--- config.mk ---
export PLATFORM = sky130hd
export DESIGN_NAME = c_comment_whitespace_stripper
export DESIGN_NICKNAME = d
export VERILOG_FILES = /design/src/rtl/ccws_pkg.sv /design/src/rtl/ccws_step.sv /design/src/rtl/ccws_fifo.sv /design/src/rtl/c_comment_whitespace_stripper.sv
export SDC_FILE = /design/constraint.sdc
export NUM_CORES = 1
export LEC_CHECK = 0
export ABC_AREA = 1
export BUFFER_PORTS_ARGS = -buffer_cell sky130_fd_sc_hd__buf_2
export CAP_MARGIN = 40
export CORE_MARGIN = 10
export CORE_UTILIZATION = 35
export DETAILED_ROUTE_END_ITERATION = 8
export GPL_TIMING_DRIVEN = 0
export PLACE_DENSITY_LB_ADDON = 0.12
export SLEW_MARGIN = 40
export SYNTH_ARGS = -nofsm -noshare
export SYNTH_HDL_FRONTEND = slang
export SYNTH_SLANG_ARGS = --single-unit
--- constraint.sdc ---
create_clock -name clk -period 3.8 [get_ports clk]
set_clock_uncertainty 0.2 [all_clocks]
set_input_delay 0.19 -clock clk [delete_from_list [all_inputs] [get_ports clk]]
set_output_delay 0.19 -clock clk [all_outputs]
set_load 0.05 [all_outputs]
--- src/rtl/ccws_pkg.sv ---
package ccws_pkg;

    localparam logic [2:0] MODE_NORMAL = 3'd0;
    localparam logic [2:0] MODE_SLASH  = 3'd1;
    localparam logic [2:0] MODE_LINE   = 3'd2;
    localparam logic [2:0] MODE_BLOCK  = 3'd3;
    localparam logic [2:0] MODE_STAR   = 3'd4;

    localparam logic [7:0] CH_QUOTE     = 8'h22;
    localparam logic [7:0] CH_BACKSLASH = 8'h5C;
    localparam logic [7:0] CH_TICK      = 8'h27;
    localparam logic [7:0] CH_SLASH     = 8'h2F;
    localparam logic [7:0] CH_STAR      = 8'h2A;
    localparam logic [7:0] CH_SPACE     = 8'h20;
    localparam logic [7:0] CH_LF        = 8'h0A;
    localparam logic [7:0] CH_CR        = 8'h0D;
    localparam logic [7:0] CH_TAB       = 8'h09;

    localparam int unsigned FIFO_DEPTH = 4;
    localparam int unsigned FIFO_AW    = 2;

    typedef struct packed {
        logic [2:0] mode;
        logic       ws_run;
        logic       in_str;
        logic [7:0] prev;
        logic       have_prev;
    } scan_state_t;

    typedef struct packed {
        logic [1:0] cnt;
        logic [7:0] ch0;
        logic [7:0] ch1;
    } step_result_t;

    localparam scan_state_t SCAN_RESET = '{
        mode:      MODE_NORMAL,
        ws_run:    1'b0,
        in_str:    1'b0,
        prev:      8'h00,
        have_prev: 1'b0
    };

endpackage

--- src/rtl/ccws_step.sv ---
module ccws_step (
    input  ccws_pkg::scan_state_t  cur,
    input  logic                   kind,
    input  logic [7:0]             data,
    output ccws_pkg::scan_state_t  nxt,
    output ccws_pkg::step_result_t res
);
    import ccws_pkg::*;

    logic       pre_slash;
    logic       do_plain;
    logic       ws_in;
    logic       p_emit;
    logic [7:0] p_char;
    logic       keep;
    logic       is_space;

    assign is_space = (data == CH_SPACE) || (data == CH_TAB) ||
                      (data == CH_LF) || (data == CH_CR);

    always_comb
    begin
        nxt       = cur;
        pre_slash = 1'b0;
        do_plain  = 1'b0;
        p_emit    = 1'b0;
        p_char    = data;
        keep      = 1'b0;
        if (kind)
        begin
            nxt       = SCAN_RESET;
            pre_slash = (cur.mode == MODE_SLASH);
        end
        else
        begin
            case (cur.mode)
                MODE_SLASH:
                begin
                    if (data == CH_SLASH)
                        nxt.mode = MODE_LINE;
                    else if (data == CH_STAR)
                        nxt.mode = MODE_BLOCK;
                    else
                    begin
                        pre_slash = 1'b1;
                        do_plain  = 1'b1;
                    end
                end
                MODE_LINE:
                begin
                    if (data == CH_LF)
                        nxt.mode = MODE_NORMAL;
                end
                MODE_BLOCK:
                begin
                    if (data == CH_STAR)
                        nxt.mode = MODE_STAR;
                end
                MODE_STAR:
                begin
                    if (data == CH_SLASH)
                        nxt.mode = MODE_NORMAL;
                    else if (data != CH_STAR)
                        nxt.mode = MODE_BLOCK;
                end
                default:
                begin
                    do_plain = 1'b1;
                end
            endcase
            nxt.prev      = data;
            nxt.have_prev = 1'b1;
        end

        ws_in = pre_slash ? 1'b0 : cur.ws_run;
        if (do_plain)
        begin
            nxt.mode   = MODE_NORMAL;
            nxt.ws_run = ws_in;
            if (data == CH_QUOTE)
            begin
                p_emit = 1'b1;
                if (cur.have_prev)
                    keep = (cur.in_str && cur.prev == CH_BACKSLASH) ||
                           (!cur.in_str && cur.prev == CH_TICK);
                if (!keep)
                    nxt.in_str = ~cur.in_str;
                nxt.ws_run = 1'b0;
            end
            else if (cur.in_str)
            begin
                p_emit = 1'b1;
            end
            else if (data == CH_SLASH)
            begin
                nxt.mode = MODE_SLASH;
            end
            else if (is_space)
            begin
                p_emit     = ~ws_in;
                p_char     = CH_SPACE;
                nxt.ws_run = 1'b1;
            end
            else
            begin
                p_emit     = 1'b1;
                nxt.ws_run = 1'b0;
            end
        end

        if (pre_slash)
        begin
            res.ch0 = CH_SLASH;
            res.ch1 = p_char;
            res.cnt = 2'd1 + {1'b0, do_plain & p_emit};
        end
        else
        begin
            res.ch0 = p_char;
            res.ch1 = p_char;
            res.cnt = {1'b0, do_plain & p_emit};
        end
    end

endmodule

--- src/rtl/ccws_fifo.sv ---
module ccws_fifo (
    input  logic                   clk,
    input  logic                   rst_n,
    input  ccws_pkg::step_result_t push_res,
    output logic                   full,
    output logic                   out_valid,
    input  logic                   out_stall,
    output logic [7:0]             out_char,
    output logic                   run_last
);
    import ccws_pkg::*;

    logic [8:0]         mem_reg [FIFO_DEPTH];
    logic [FIFO_AW-1:0] wr_reg;
    logic [FIFO_AW-1:0] rd_reg;
    logic [FIFO_AW:0]   count_reg;
    logic [FIFO_AW:0]   count_next;
    logic               pop;
    logic [FIFO_AW-1:0] wr_plus1;

    assign full      = count_reg > (FIFO_AW + 1)'(FIFO_DEPTH - 2);
    assign out_valid = (count_reg != '0);
    assign pop       = out_valid && !out_stall;
    assign out_char  = mem_reg[rd_reg][8:1];
    assign run_last  = mem_reg[rd_reg][0];
    assign wr_plus1  = wr_reg + 1'b1;

    assign count_next = count_reg + {1'b0, push_res.cnt} - {{FIFO_AW{1'b0}}, pop};

    always_ff @(posedge clk)
    begin
        if (push_res.cnt != 2'd0)
            mem_reg[wr_reg] <= {push_res.ch0, push_res.cnt == 2'd1};
        if (push_res.cnt == 2'd2)
            mem_reg[wr_plus1] <= {push_res.ch1, 1'b1};
    end

    always_ff @(posedge clk or negedge rst_n)
    begin
        if (!rst_n)
        begin
            wr_reg    <= '0;
            rd_reg    <= '0;
            count_reg <= '0;
        end
        else
        begin
            wr_reg    <= wr_reg + push_res.cnt[FIFO_AW-1:0];
            rd_reg    <= rd_reg + {{(FIFO_AW-1){1'b0}}, pop};
            count_reg <= count_next;
        end
    end

    a_no_overflow: assert property (@(posedge clk) disable iff (!rst_n)
        {1'b0, count_reg} + {2'b00, push_res.cnt} <= (FIFO_AW + 2)'(FIFO_DEPTH))
        else $error("Result queue overflow.");

    a_pop_only: assert property (@(posedge clk) disable iff (!rst_n)
        (pop && push_res.cnt == 2'd0) |=>
            count_reg == $past(count_reg) - {{FIFO_AW{1'b0}}, 1'b1})
        else $error("Queue count did not drop after a lone read.");

endmodule

--- src/rtl/c_comment_whitespace_stripper.sv ---
// C comment and whitespace stripper.
// The input channel (in_valid, in_stall, kind, data) takes one source byte,
// or an end-of-stream marker when kind is high, per transaction.
// The output channel (out_valid, out_stall, out_char, run_last) delivers the
// filtered bytes; run_last marks the final byte caused by one input
// transaction. An input transaction causes zero, one or two output bytes.
// Each accepted byte updates the scanner state in the same cycle and its
// results enter a four-entry result queue, whose head drives the output.
// Throughput is one input byte per cycle while the receiver takes one byte
// per cycle; a held slash followed by a plain byte makes two results, which
// the output drains at one per cycle. in_stall rises while the queue holds
// more than two results, so when the receiver stalls the block accepts
// until the queue can no longer take the worst case of two results.
// Reset clears the scanner state and empties the queue. An end-of-stream
// transaction flushes a held slash and returns the scanner to its reset state.
module c_comment_whitespace_stripper (
    input  logic       clk,
    input  logic       rst_n,
    input  logic       in_valid,
    output logic       in_stall,
    input  logic       kind,
    input  logic [7:0] data,
    output logic       out_valid,
    input  logic       out_stall,
    output logic [7:0] out_char,
    output logic       run_last
);
    import ccws_pkg::*;

    scan_state_t  st_reg;
    scan_state_t  st_next;
    step_result_t step_res;
    step_result_t push_res;
    logic         full;
    logic         in_accept;

    assign in_stall  = full;
    assign in_accept = in_valid && !full;

    ccws_step u_step (
        .cur  (st_reg),
        .kind (kind),
        .data (data),
        .nxt  (st_next),
        .res  (step_res)
    );

    always_comb
    begin
        push_res = step_res;
        if (!in_accept)
            push_res.cnt = 2'd0;
    end

    always_ff @(posedge clk or negedge rst_n)
    begin
        if (!rst_n)
            st_reg <= SCAN_RESET;
        else if (in_accept)
            st_reg <= st_next;
    end

    ccws_fifo u_fifo (
        .clk       (clk),
        .rst_n     (rst_n),
        .push_res  (push_res),
        .full      (full),
        .out_valid (out_valid),
        .out_stall (out_stall),
        .out_char  (out_char),
        .run_last  (run_last)
    );

    a_end_resets: assert property (@(posedge clk) disable iff (!rst_n)
        (in_accept && kind) |=> (st_reg.mode == MODE_NORMAL && !st_reg.in_str &&
                                 !st_reg.have_prev))
        else $error("End of stream did not restore the scanner state.");

    a_comment_outside_string: assert property (@(posedge clk) disable iff (!rst_n)
        (st_reg.mode != MODE_NORMAL) |-> !st_reg.in_str)
        else $error("Comment or held slash inside a string.");

endmodule

==> impl_metrics.tcl, run 1 <==
set metrics [dict create \
    drt-total-wl_microns 7900 \
    final_util_pct 41.0 \
    p_per_area_nw_per_um2 764 \
    p_comb_share_pct 47.0 \
    most-common-layout-cells "79 x nand2_1, 60 x nor2_1, 56 x inv_1" \
    rsz0062_at_grt "no" \
    die_h_microns 116 \
    slew_headroom_pct 64.2 \
    intPower_mw 1.55 \
    htreeDepth 3 \
    synth.distinct_cells 29 \
    die_area_sq_um 13600 \
    clk_pin_slew_ps 60 \
    grt_use_total_pct 12.3 \
    synth.avg_cell_area_sq_um 8.12 \
    nFillCells 942 \
    fin_crit_sh_pct 91.2 \
    setup_ws_ps 333 \
    outcome "finished, final reports clean" \
    largest_register_ffs 36 \
    slowest_delay_ps 530 \
    area_delta_synth_final_pct 15.3 \
    switching_power_mw 1.32 \
    power_mw 2.86 \
    vias 2703 \
    cp.required_ps 3850 \
    clockRootBuffer "clkbuf_8" \
    via_per_inst 4.88 \
    leakage_nw 1.82 \
    first_pass_iters 4 \
    grt_pass1_vias 2605 \
    cts_buffer_depth 2 \
    cp-end-kind "flip-flop" \
    cts_sinks 57 \
    diodes 0 \
    fp.dieW_microns 116 \
    p_clk_share_pct 21.3 \
    hold_ws_ps 27.1 \
    numCtsBuffers 9 \
    drive_gt1_share_pct 17.4 \
    hpwlAfterDp_microns 5860 \
    drv_cap 0 \
    wl_per_cell_microns 14.3 \
    io_pins 24 \
    dr.first_iter.drc_count 133 \
    syn_nets 421 \
    dp_slack_ps 394 \
    ys_warn_count 0 \
    setup-violations-final 0 \
    slowest_stage "dlygate4sd3_1" \
    finalHoldViolCount 0 \
    switching_share_pct 46.0 \
    cp_common_cell "inv_1" \
    worstPathMaxFanout 6 \
    power.share.sequential_pct 31.7 \
    portBuffers 23 \
    crit_chain "dlygate4sd3_1, buf_2, inv_2, nand2_1, nor2_2, nand2_1, inv_1, nor2_1, a21oi_2, a21oi_1, ha_2, inv_1, nor2_1, ha_1, inv_1, fa_1, xnor2_1, xor2_1" \
    cp-start-kind "primary input" \
    clk-insertion-delay-late_ps 330 \
    ys_seq_elements 57 \
    grt_pass1_wl_microns 12800 \
    worstPathArrival_ps 3520 \
    synthesis.area_sq_um 3250 \
    place.gp.congestion 0.800 \
    antenna_found_initial 0 \
    rows 35 \
    grt_max_degree 22 \
    clock.fmax_ghz 0.288 \
    cts_tree "done" \
    overflow 0 \
    finalCriticalPeriod_ps 3470 \
    syn-instance-count 401 \
    ys_seq_area_share_pct 48.1 \
    tightest_slew_ps 537 \
    hp-class "in2reg" \
    crit_type "in2reg" \
    coreArea_sq_um 9150 \
    ir_drop_v 0.000292 \
    final_common_cell "nand2_1" \
    report.final.slew_viol_count 0 \
    drc_errors 0 \
    nNetsFinal 458 \
    antenna_left 0 \
    fin_setup_tns_ps 0 \
    start_util_pct 35.6 \
]
worst max-delay path, delay by kind of cell:
family          cells  cell delay [ps]
simple gates        5              640
xor+xnor            2              330
buf+inv             6             1070
compound gates      2              330
fa+ha+maj           3              960
power groups by stage:
stage	clock, mW	sequential [mW]	combinational [mW]
finish	0.611	0.907	1.35
global placement	0	0.917	1.35
detailed placement	0	0.916	1.37
global route	0.656	0.923	1.51
floorplan	0	0.895	1.04
CTS	0.625	0.907	1.37
layer usage:
metal	routed length, microns	up-vias	GRT usage, %
li1	-	1388	-
met1	4040	1267	16.5
met2	3490	44	18.6
met3	296	4	3.34
met4	61	0	4.67
met5	0	-	0
worst paths after layout:
path | cells past startpoint | slack (ps) | endpoint | from
setup / recovery | 18 | 330 | u_fifo.count_reg[2]$_DFF_PN0_ | data[4]
hold / removal | 3 | 30 | st_reg[1]$_DFFE_PN0P_ | data[0]
setup reg to reg | 11 | 780 | u_fifo.count_reg[2]$_DFF_PN0_ | st_reg[12]$_DFFE_PN0P_
hold reg to reg | 2 | 260 | u_fifo.mem_reg[1][0]$_SDFFE_PP1P_ | u_fifo.mem_reg[1][0]$_SDFFE_PP1P_
max in group asynchronous | 2 | 2870 | u_fifo.rd_reg[0]$_DFF_PN0_ | rst_n
min in group asynchronous | 2 | 170 | st_reg[10]$_DFFE_PN0P_ | rst_n
what timing repair did:
item / 4_1_cts / 5_1_grt
endpoints found under the setup margin: 0 / 1
buffers inserted: 0 / 0
endpoints found under the hold margin: 23 / 0
hold buffers: 3 / 0
resized for setup: 0 / 1
area by class of cell:
cell class	instances	area, sq um	share of cell area, %
Sequential cell	57	1570	41.8
Multi-Input combinational cell	279	1440	38.5
Inverter	60	228	6.07
Timing Repair Buffer	26	145	3.87
Tap cell	111	139	3.70
Clock buffer	10	128	3.40
Clock inverter	6	82.6	2.20
Buffer	5	20.0	0.534
synthesized netlist by cell type:
master,number,share of area (%)
a21oi_1,8,1.2
a21oi_2,1,0.27
buf_2,1,0.15
clkbuf_1,4,0.46
dfrtp_1,21,16
dfxtp_1,4,2.5
edfxtp_1,32,30
fa_1,1,0.62
ha_1,6,2.3
inv_1,56,6.5
inv_2,3,0.35
inv_4,1,0.19
nand2_1,79,9.1
nand2_2,22,4.2
nand2_4,2,0.69
nand3_1,33,5.1
nand3_4,2,1.1
nand4_1,4,0.77
nor2_1,60,6.9
nor2_2,3,0.58
nor2_8,1,0.62
nor3_1,6,0.92
nor4_1,2,0.38
o21ai_0,27,4.2
o21ai_2,1,0.27
o21ai_4,2,1.0
o22ai_1,14,2.7
xnor2_1,2,0.54
xor2_1,3,0.81
through the flow:
step                      instance area, sq um  std cells
after floorplan                           3250        401
after detailed placement                  3510        535
final                                     3750        554
after global placement                    3510        535
after global routing                      3750        554
after CTS                                 3750        554
kinds of logic after synthesis:
family                   share of synthesized area [%]
AND/OR/NAND/NOR                                   30.4
buffers and inverters                             7.61
flip-flops                                        48.1
AO/OA/AOI/OAI                                     9.61
adder cells (fa/ha/maj)                           2.92
XOR/XNOR                                          1.35
Power figures use the tool's default switching activity.
==> run 2, diff against run 1 <==
PLACE_DENSITY = 0.57   (was not set)
PLACE_DENSITY_LB_ADDON = not set   (was 0.12)
==> run 2 against run 1 <==
  * Cell count shrank 0.54%
  * Combinational power barely moved
  * Core utilization decreased by 0.29 points
  * Wire length is 2.4% lower
  * Non-clock buffer count fell by 1
  * Setup slack improved by 420 ps
  * Total power is 0.51% lower
  * First-iteration DRC count decreased by 11%
  * Via count hardly changed
  * Clock-buffer cell count is 1 lower
  * Clock power shrank 2%
==> impl_metrics.tcl, run 2 (synthesis gave the netlist of run 1 again) <==
set metrics [dict create \
    rows 35 \
    clockRootBuffer "clkbuf_8" \
    final_common_cell "nand2_1" \
    report.final.slew_viol_count 0 \
    first_pass_iters 4 \
    nNetsFinal 457 \
    drv_cap 0 \
    tightest_slew_ps 550 \
    drc_errors 0 \
    reg2reg_slack_ps 750 \
    io_pins 24 \
    place_area_sq_um 3510 \
    rsz0062_at_grt "no" \
    worstPathArrival_ps 3100 \
    wl_per_cell_microns 14.0 \
    clk-insertion-delay-late_ps 340 \
    finalCriticalPeriod_ps 3050 \
    p_per_area_nw_per_um2 765 \
    htreeDepth 3 \
    portBuffers 23 \
    hpwlAfterDp_microns 5570 \
    diodes 0 \
    finalHoldViolCount 0 \
    antenna_left 0 \
    vias 2702 \
    grt_use_total_pct 12.0 \
    cp-end-kind "flip-flop" \
    clk_pin_slew_ps 70 \
    fp.dieW_microns 116 \
    cp.required_ps 3850 \
    via_per_inst 4.90 \
    power_mw 2.85 \
    most-common-layout-cells "79 x nand2_1, 60 x nor2_1, 56 x inv_1" \
    overflow 0 \
    die_area_sq_um 13600 \
    layoutNonFillerInstCount 551 \
    start_util_pct 35.6 \
    outcome "finished, final reports clean" \
    cts_buffer_depth 2 \
    cts_tree "done" \
    crit_type "reg2reg" \
    worstPathMaxFanout 10 \
    final_util_pct 40.7 \
    ir_drop_v 0.000323 \
    drive_gt1_share_pct 16.8 \
    place.gp.congestion 0.835 \
    fin_crit_sh_pct 80.3 \
    place_inst 535 \
    cts_sinks 57 \
    area_delta_synth_final_pct 14.5 \
    coreArea_sq_um 9150 \
    leakage_nw 1.81 \
    numCtsBuffers 9 \
    antenna_found_initial 0 \
    grt_pass1_vias 2608 \
    fin_setup_tns_ps 0 \
    grt_pass1_wl_microns 12600 \
    cts_resized 0 \
    final_area_sq_um 3720 \
    hp-class "in2reg" \
    largest_register_ffs 36 \
    clock.fmax_ghz 0.328 \
    drt-total-wl_microns 7710 \
    slew_headroom_pct 63.3 \
    grt_max_degree 22 \
    die_h_microns 116 \
    dr.first_iter.drc_count 118 \
    cp-start-kind "flip-flop" \
    setup-violations-final 0 \
]
==> run 2: cell count changes in the layout (fill, tap and decap cells not counted), sizes merged <==
cell	delta
clkbuf	-1
clkinv	-1
dlygate4sd3	-1
==> run 2: layer usage <==
| layer | part of all wire (%) | global-route usage, % | vias up | routed length, microns |
|---|---|---|---|---|
| li1 | - | - | 1378 | - |
| met1 | 44 | 14.5 | 1269 | 3430 |
| met2 | 50 | 20.1 | 48 | 3840 |
| met3 | 4.7 | 3.85 | 7 | 363 |
| met4 | 1.0 | 3.17 | 0 | 79 |
| met5 | 0 | 0 | - | 0 |
==> run 2: final cells by class <==
cell class	instances	area, sq um
buffer	5	20.0
clock buffer	9	124
clock inverter	5	72.6
fill	952	5430
inverter	60	228
multi-input combinational	279	1440
sequential	57	1570
tap	111	139
timing repair buffer	25	135
==> run 2: worst paths after layout <==
check	from	to	depth (start not counted)
setup / recovery	st_reg[12]$_DFFE_PN0P_	u_fifo.count_reg[2]$_DFF_PN0_	11
hold / removal	data[4]	st_reg[5]$_DFFE_PN0P_	3
setup reg to reg	st_reg[12]$_DFFE_PN0P_	u_fifo.count_reg[2]$_DFF_PN0_	11
hold reg to reg	u_fifo.mem_reg[1][0]$_SDFFE_PP1P_	u_fifo.mem_reg[1][0]$_SDFFE_PP1P_	2
max in group asynchronous	rst_n	u_fifo.count_reg[0]$_DFF_PN0_	2
min in group asynchronous	rst_n	st_reg[13]$_DFFE_PN0P_	2
==> run 2: repair_timing <==
action,in CTS,in global routing
hold buffers,2,0
setup buffers,0,0
hold endpoints to repair,22,0
==> run 2: where the power goes <==
group / internal [mW] / leakage [nW] / switching (mW)
clock network: 0.356 / 0.100 / 0.242
logic: 0.358 / 1.11 / 0.987
registers: 0.821 / 0.599 / 0.0845
==> run 2: worst max-delay path, cell delays in order, from the launching register on <==
cell and delay, ps:
dfrtp_1 400, inv_1 100, nor2_1 70, a21oi_1 300
nand3_4 180, a21oi_1 200, ha_1 280, nand2_4 110
ha_1 330, fa_1 430, xnor2_1 180, xor2_1 170
==> run 2: metrics by stage <==
stage	hold WS [ps]	setup slack [ps]
after floorplan	-306	998
after global placement	-19.7	434
after detailed placement	-11.8	419
after CTS	5.64	700
after global routing	35.2	570
final	22.4	749
==> run 3, diff against run 2 <==
ABC_AREA = 0   (was 1)
PLACE_DENSITY = 0.59   (was 0.57)
clock period = 2.6 ns   (was 3.8 ns; I/O delays follow)
==> run 3 against run 2 <==
  * The flow now finishes with violations (setup timing)
  * First-iteration DRC count is 7.6% higher
  * Hold slack worse by 13 ps
  * Global-route usage is 1.7 points higher
  * Sequential share of layout area is 8.0 points lower
  * Synthesized area is 1.3% higher
  * Core utilization is 9.4 points higher
  * Die area is 1.1% higher
  * Via count is 3.7% higher
  * Clock power is 25% higher
  * Non-clock buffer count is 53 higher
  * Synthesized cell count is 20% lower
==> impl_metrics.tcl, run 3 <==
set metrics [dict create \
    outcome "complete, but fails checks" \
    failed_checks "setup timing" \
    cp-end-kind "flip-flop" \
    tightest_slew_ps 873 \
    synthesis.area_sq_um 3300 \
    overflow 0 \
    coreArea_sq_um 9200 \
    cp.required_ps 2620 \
    syn_nets 342 \
    diodes 0 \
    setup-violations-final 71 \
    met3_length_microns 537 \
    syn-instance-count 322 \
    wl_met1_microns 3950 \
    worstPathArrival_ps 3120 \
    worstPathMaxFanout 7 \
    synth.avg_cell_area_sq_um 10.2 \
    finalCriticalPeriod_ps 3090 \
    ys_seq_elements 57 \
    io_pins 24 \
    grt_max_degree 22 \
    synth_most_common_cell "edfxtp_1" \
    slew_headroom_pct 41.2 \
    portBuffers 21 \
    synth-main-ff-cell "edfxtp_1" \
    start_util_pct 35.9 \
    vias 2802 \
    wl_met2_microns 4650 \
    hp-class "in2reg" \
    via_per_inst 5.52 \
    grt_pass1_vias 2792 \
    wl_per_cell_microns 18.4 \
    fp.dieW_microns 117 \
    first_pass_iters 4 \
    die_area_sq_um 13700 \
    crit_type "reg2reg" \
    critPathLaunch "st_reg[13]$_DFFE_PN0P_" \
    grt_pass1_wl_microns 14500 \
    worstHoldStart "in_valid" \
    finalHoldViolCount 0 \
    r2r_start "st_reg[13]$_DFFE_PN0P_" \
    clock.fmax_ghz 0.323 \
    dr.first_iter.drc_count 127 \
    synth_edf_count 32 \
    drt-total-wl_microns 9330 \
    place.gp.congestion 0.846 \
    rsz0062_at_grt "yes" \
    grt_use_total_pct 13.7 \
    maxUsedRoutingLayer "met4" \
    numCtsBuffers 9 \
    leakage_nw 1.70 \
    ir_drop_v 0.000363 \
    clk-insertion-delay-late_ps 350 \
    drv_cap 0 \
    cp-start-kind "flip-flop" \
    hold_ws_ps 9.70 \
    fin_crit_sh_pct 119 \
    ys_seq_area_share_pct 47.5 \
    nNetsFinal 412 \
    htreeDepth 3 \
    rows 35 \
    cts_buffer_depth 2 \
    hpwlAfterDp_microns 6020 \
    ys_warn_count 0 \
    final_common_cell "edfxtp_1" \
    synthTopCellsByCount "32 x edfxtp_1, 28 x nand2_1, 27 x a21oi_1" \
    antenna_found_initial 0 \
    largest_register_ffs 36 \
    clockRootBuffer "clkbuf_8" \
    dp_slack_ps -1140 \
    synth_area_leaders "edfxtp_1 29%, dfrtp_1 16%, mux4_2 6.1%" \
    antenna_left 0 \
    die_h_microns 117 \
    area_delta_synth_final_pct 39.7 \
    most-common-layout-cells "32 x edfxtp_1, 25 x nand2_1, 24 x buf_2" \
    report.final.slew_viol_count 0 \
    synth.distinct_cells 63 \
    cts_sinks 57 \
    drive_gt1_share_pct 45.6 \
    setup_ws_ps -492 \
    cts_tree "done" \
    clk_pin_slew_ps 70 \
    synth_top_area_cell "edfxtp_1" \
    drc_errors 0 \
    ys_async_sr_fraction_pct 36.8 \
    synth_top_area_share_pct 29.1 \
    fin_setup_tns_ps -24910 \
    p_per_area_nw_per_um2 796 \
]
run 3: per-stage QoR:
stage | instances | total power [mW] | utilization (%) | cell area [sq um]
after global routing | 508 | 3.88 | 50.1 | 4610
after detailed placement | 454 | 2.71 | 40.0 | 3670
after CTS | 496 | 3.56 | 46.1 | 4240
final | 508 | 3.67 | 50.1 | 4610
after global placement | 454 | 2.68 | 40.0 | 3670
after floorplan | 322 | 2.36 | - | 3430
run 3: final timing paths:
check | endpoint | cells past startpoint | slack (ps)
max in group asynchronous | st_reg[13]$_DFFE_PN0P_ | 2 | 1800
worst min-delay path | st_reg[13]$_DFFE_PN0P_ | 4 | 10
worst max register to register | u_fifo.mem_reg[3][8]$_DFFE_PP_ | 12 | -490
worst min register to register | st_reg[8]$_DFFE_PN0P_ | 2 | 290
min in group asynchronous | st_reg[12]$_DFFE_PN0P_ | 2 | 60
worst max-delay path | u_fifo.mem_reg[3][8]$_DFFE_PP_ | 12 | -490
run 3: cells by family after synthesis:
kind of cell	share of synthesized area (%)
multiplexers	6.83
XOR/XNOR	2.12
AND/OR/NAND/NOR	19.0
AO/OA/AOI/OAI	16.6
flip-flops	47.5
buffers and inverters	5.08
adder cells (fa/ha/maj)	2.88
run 3: worst max-delay path, stage by stage, from the launching register on:
cell     delay (ps)
dfrtp_2         460
or3b_4          410
nor4_4          380
nor2_4           70
o31ai_4          60
a21oi_2          70
ha_4            250
nor2b_4         190
a21oi_2          60
or3_4           350
buf_8           160
a21oi_4         140
and2_4          160
run 3: timing repair:
action,CTS,global route
setup endpoints to repair,73,75
endpoints found under the hold margin,27,0
resized for setup,44,69
pin swaps,17,27
buffers inserted,21,15
hold buffers,5,0
run 3: layout make-up:
class / instances / area [sq um]
repair buffers: 61 / 484
clock buffers: 9 / 124
clock inverters: 7 / 46.3
plain buffers: 22 / 156
well taps: 111 / 139
inverters: 17 / 98.8
flip-flops and latches: 57 / 1570
multi-input cells: 224 / 1990
fillers: 803 / 4590
run 3: routing by layer:
layer / vias up / GRT usage (%)
li1: 1345 / -
met1: 1369 / 16.9
met2: 70 / 22.5
met3: 18 / 3.57
met4: 0 / 5.11
met5: - / 0
run 3: where the power goes:
group / total, mW / internal, mW / switching, mW
logic: 1.67 / 0.583 / 1.09
clock network: 0.746 / 0.343 / 0.403
registers: 1.25 / 1.14 / 0.108
total: 3.67 / 2.07 / 1.60
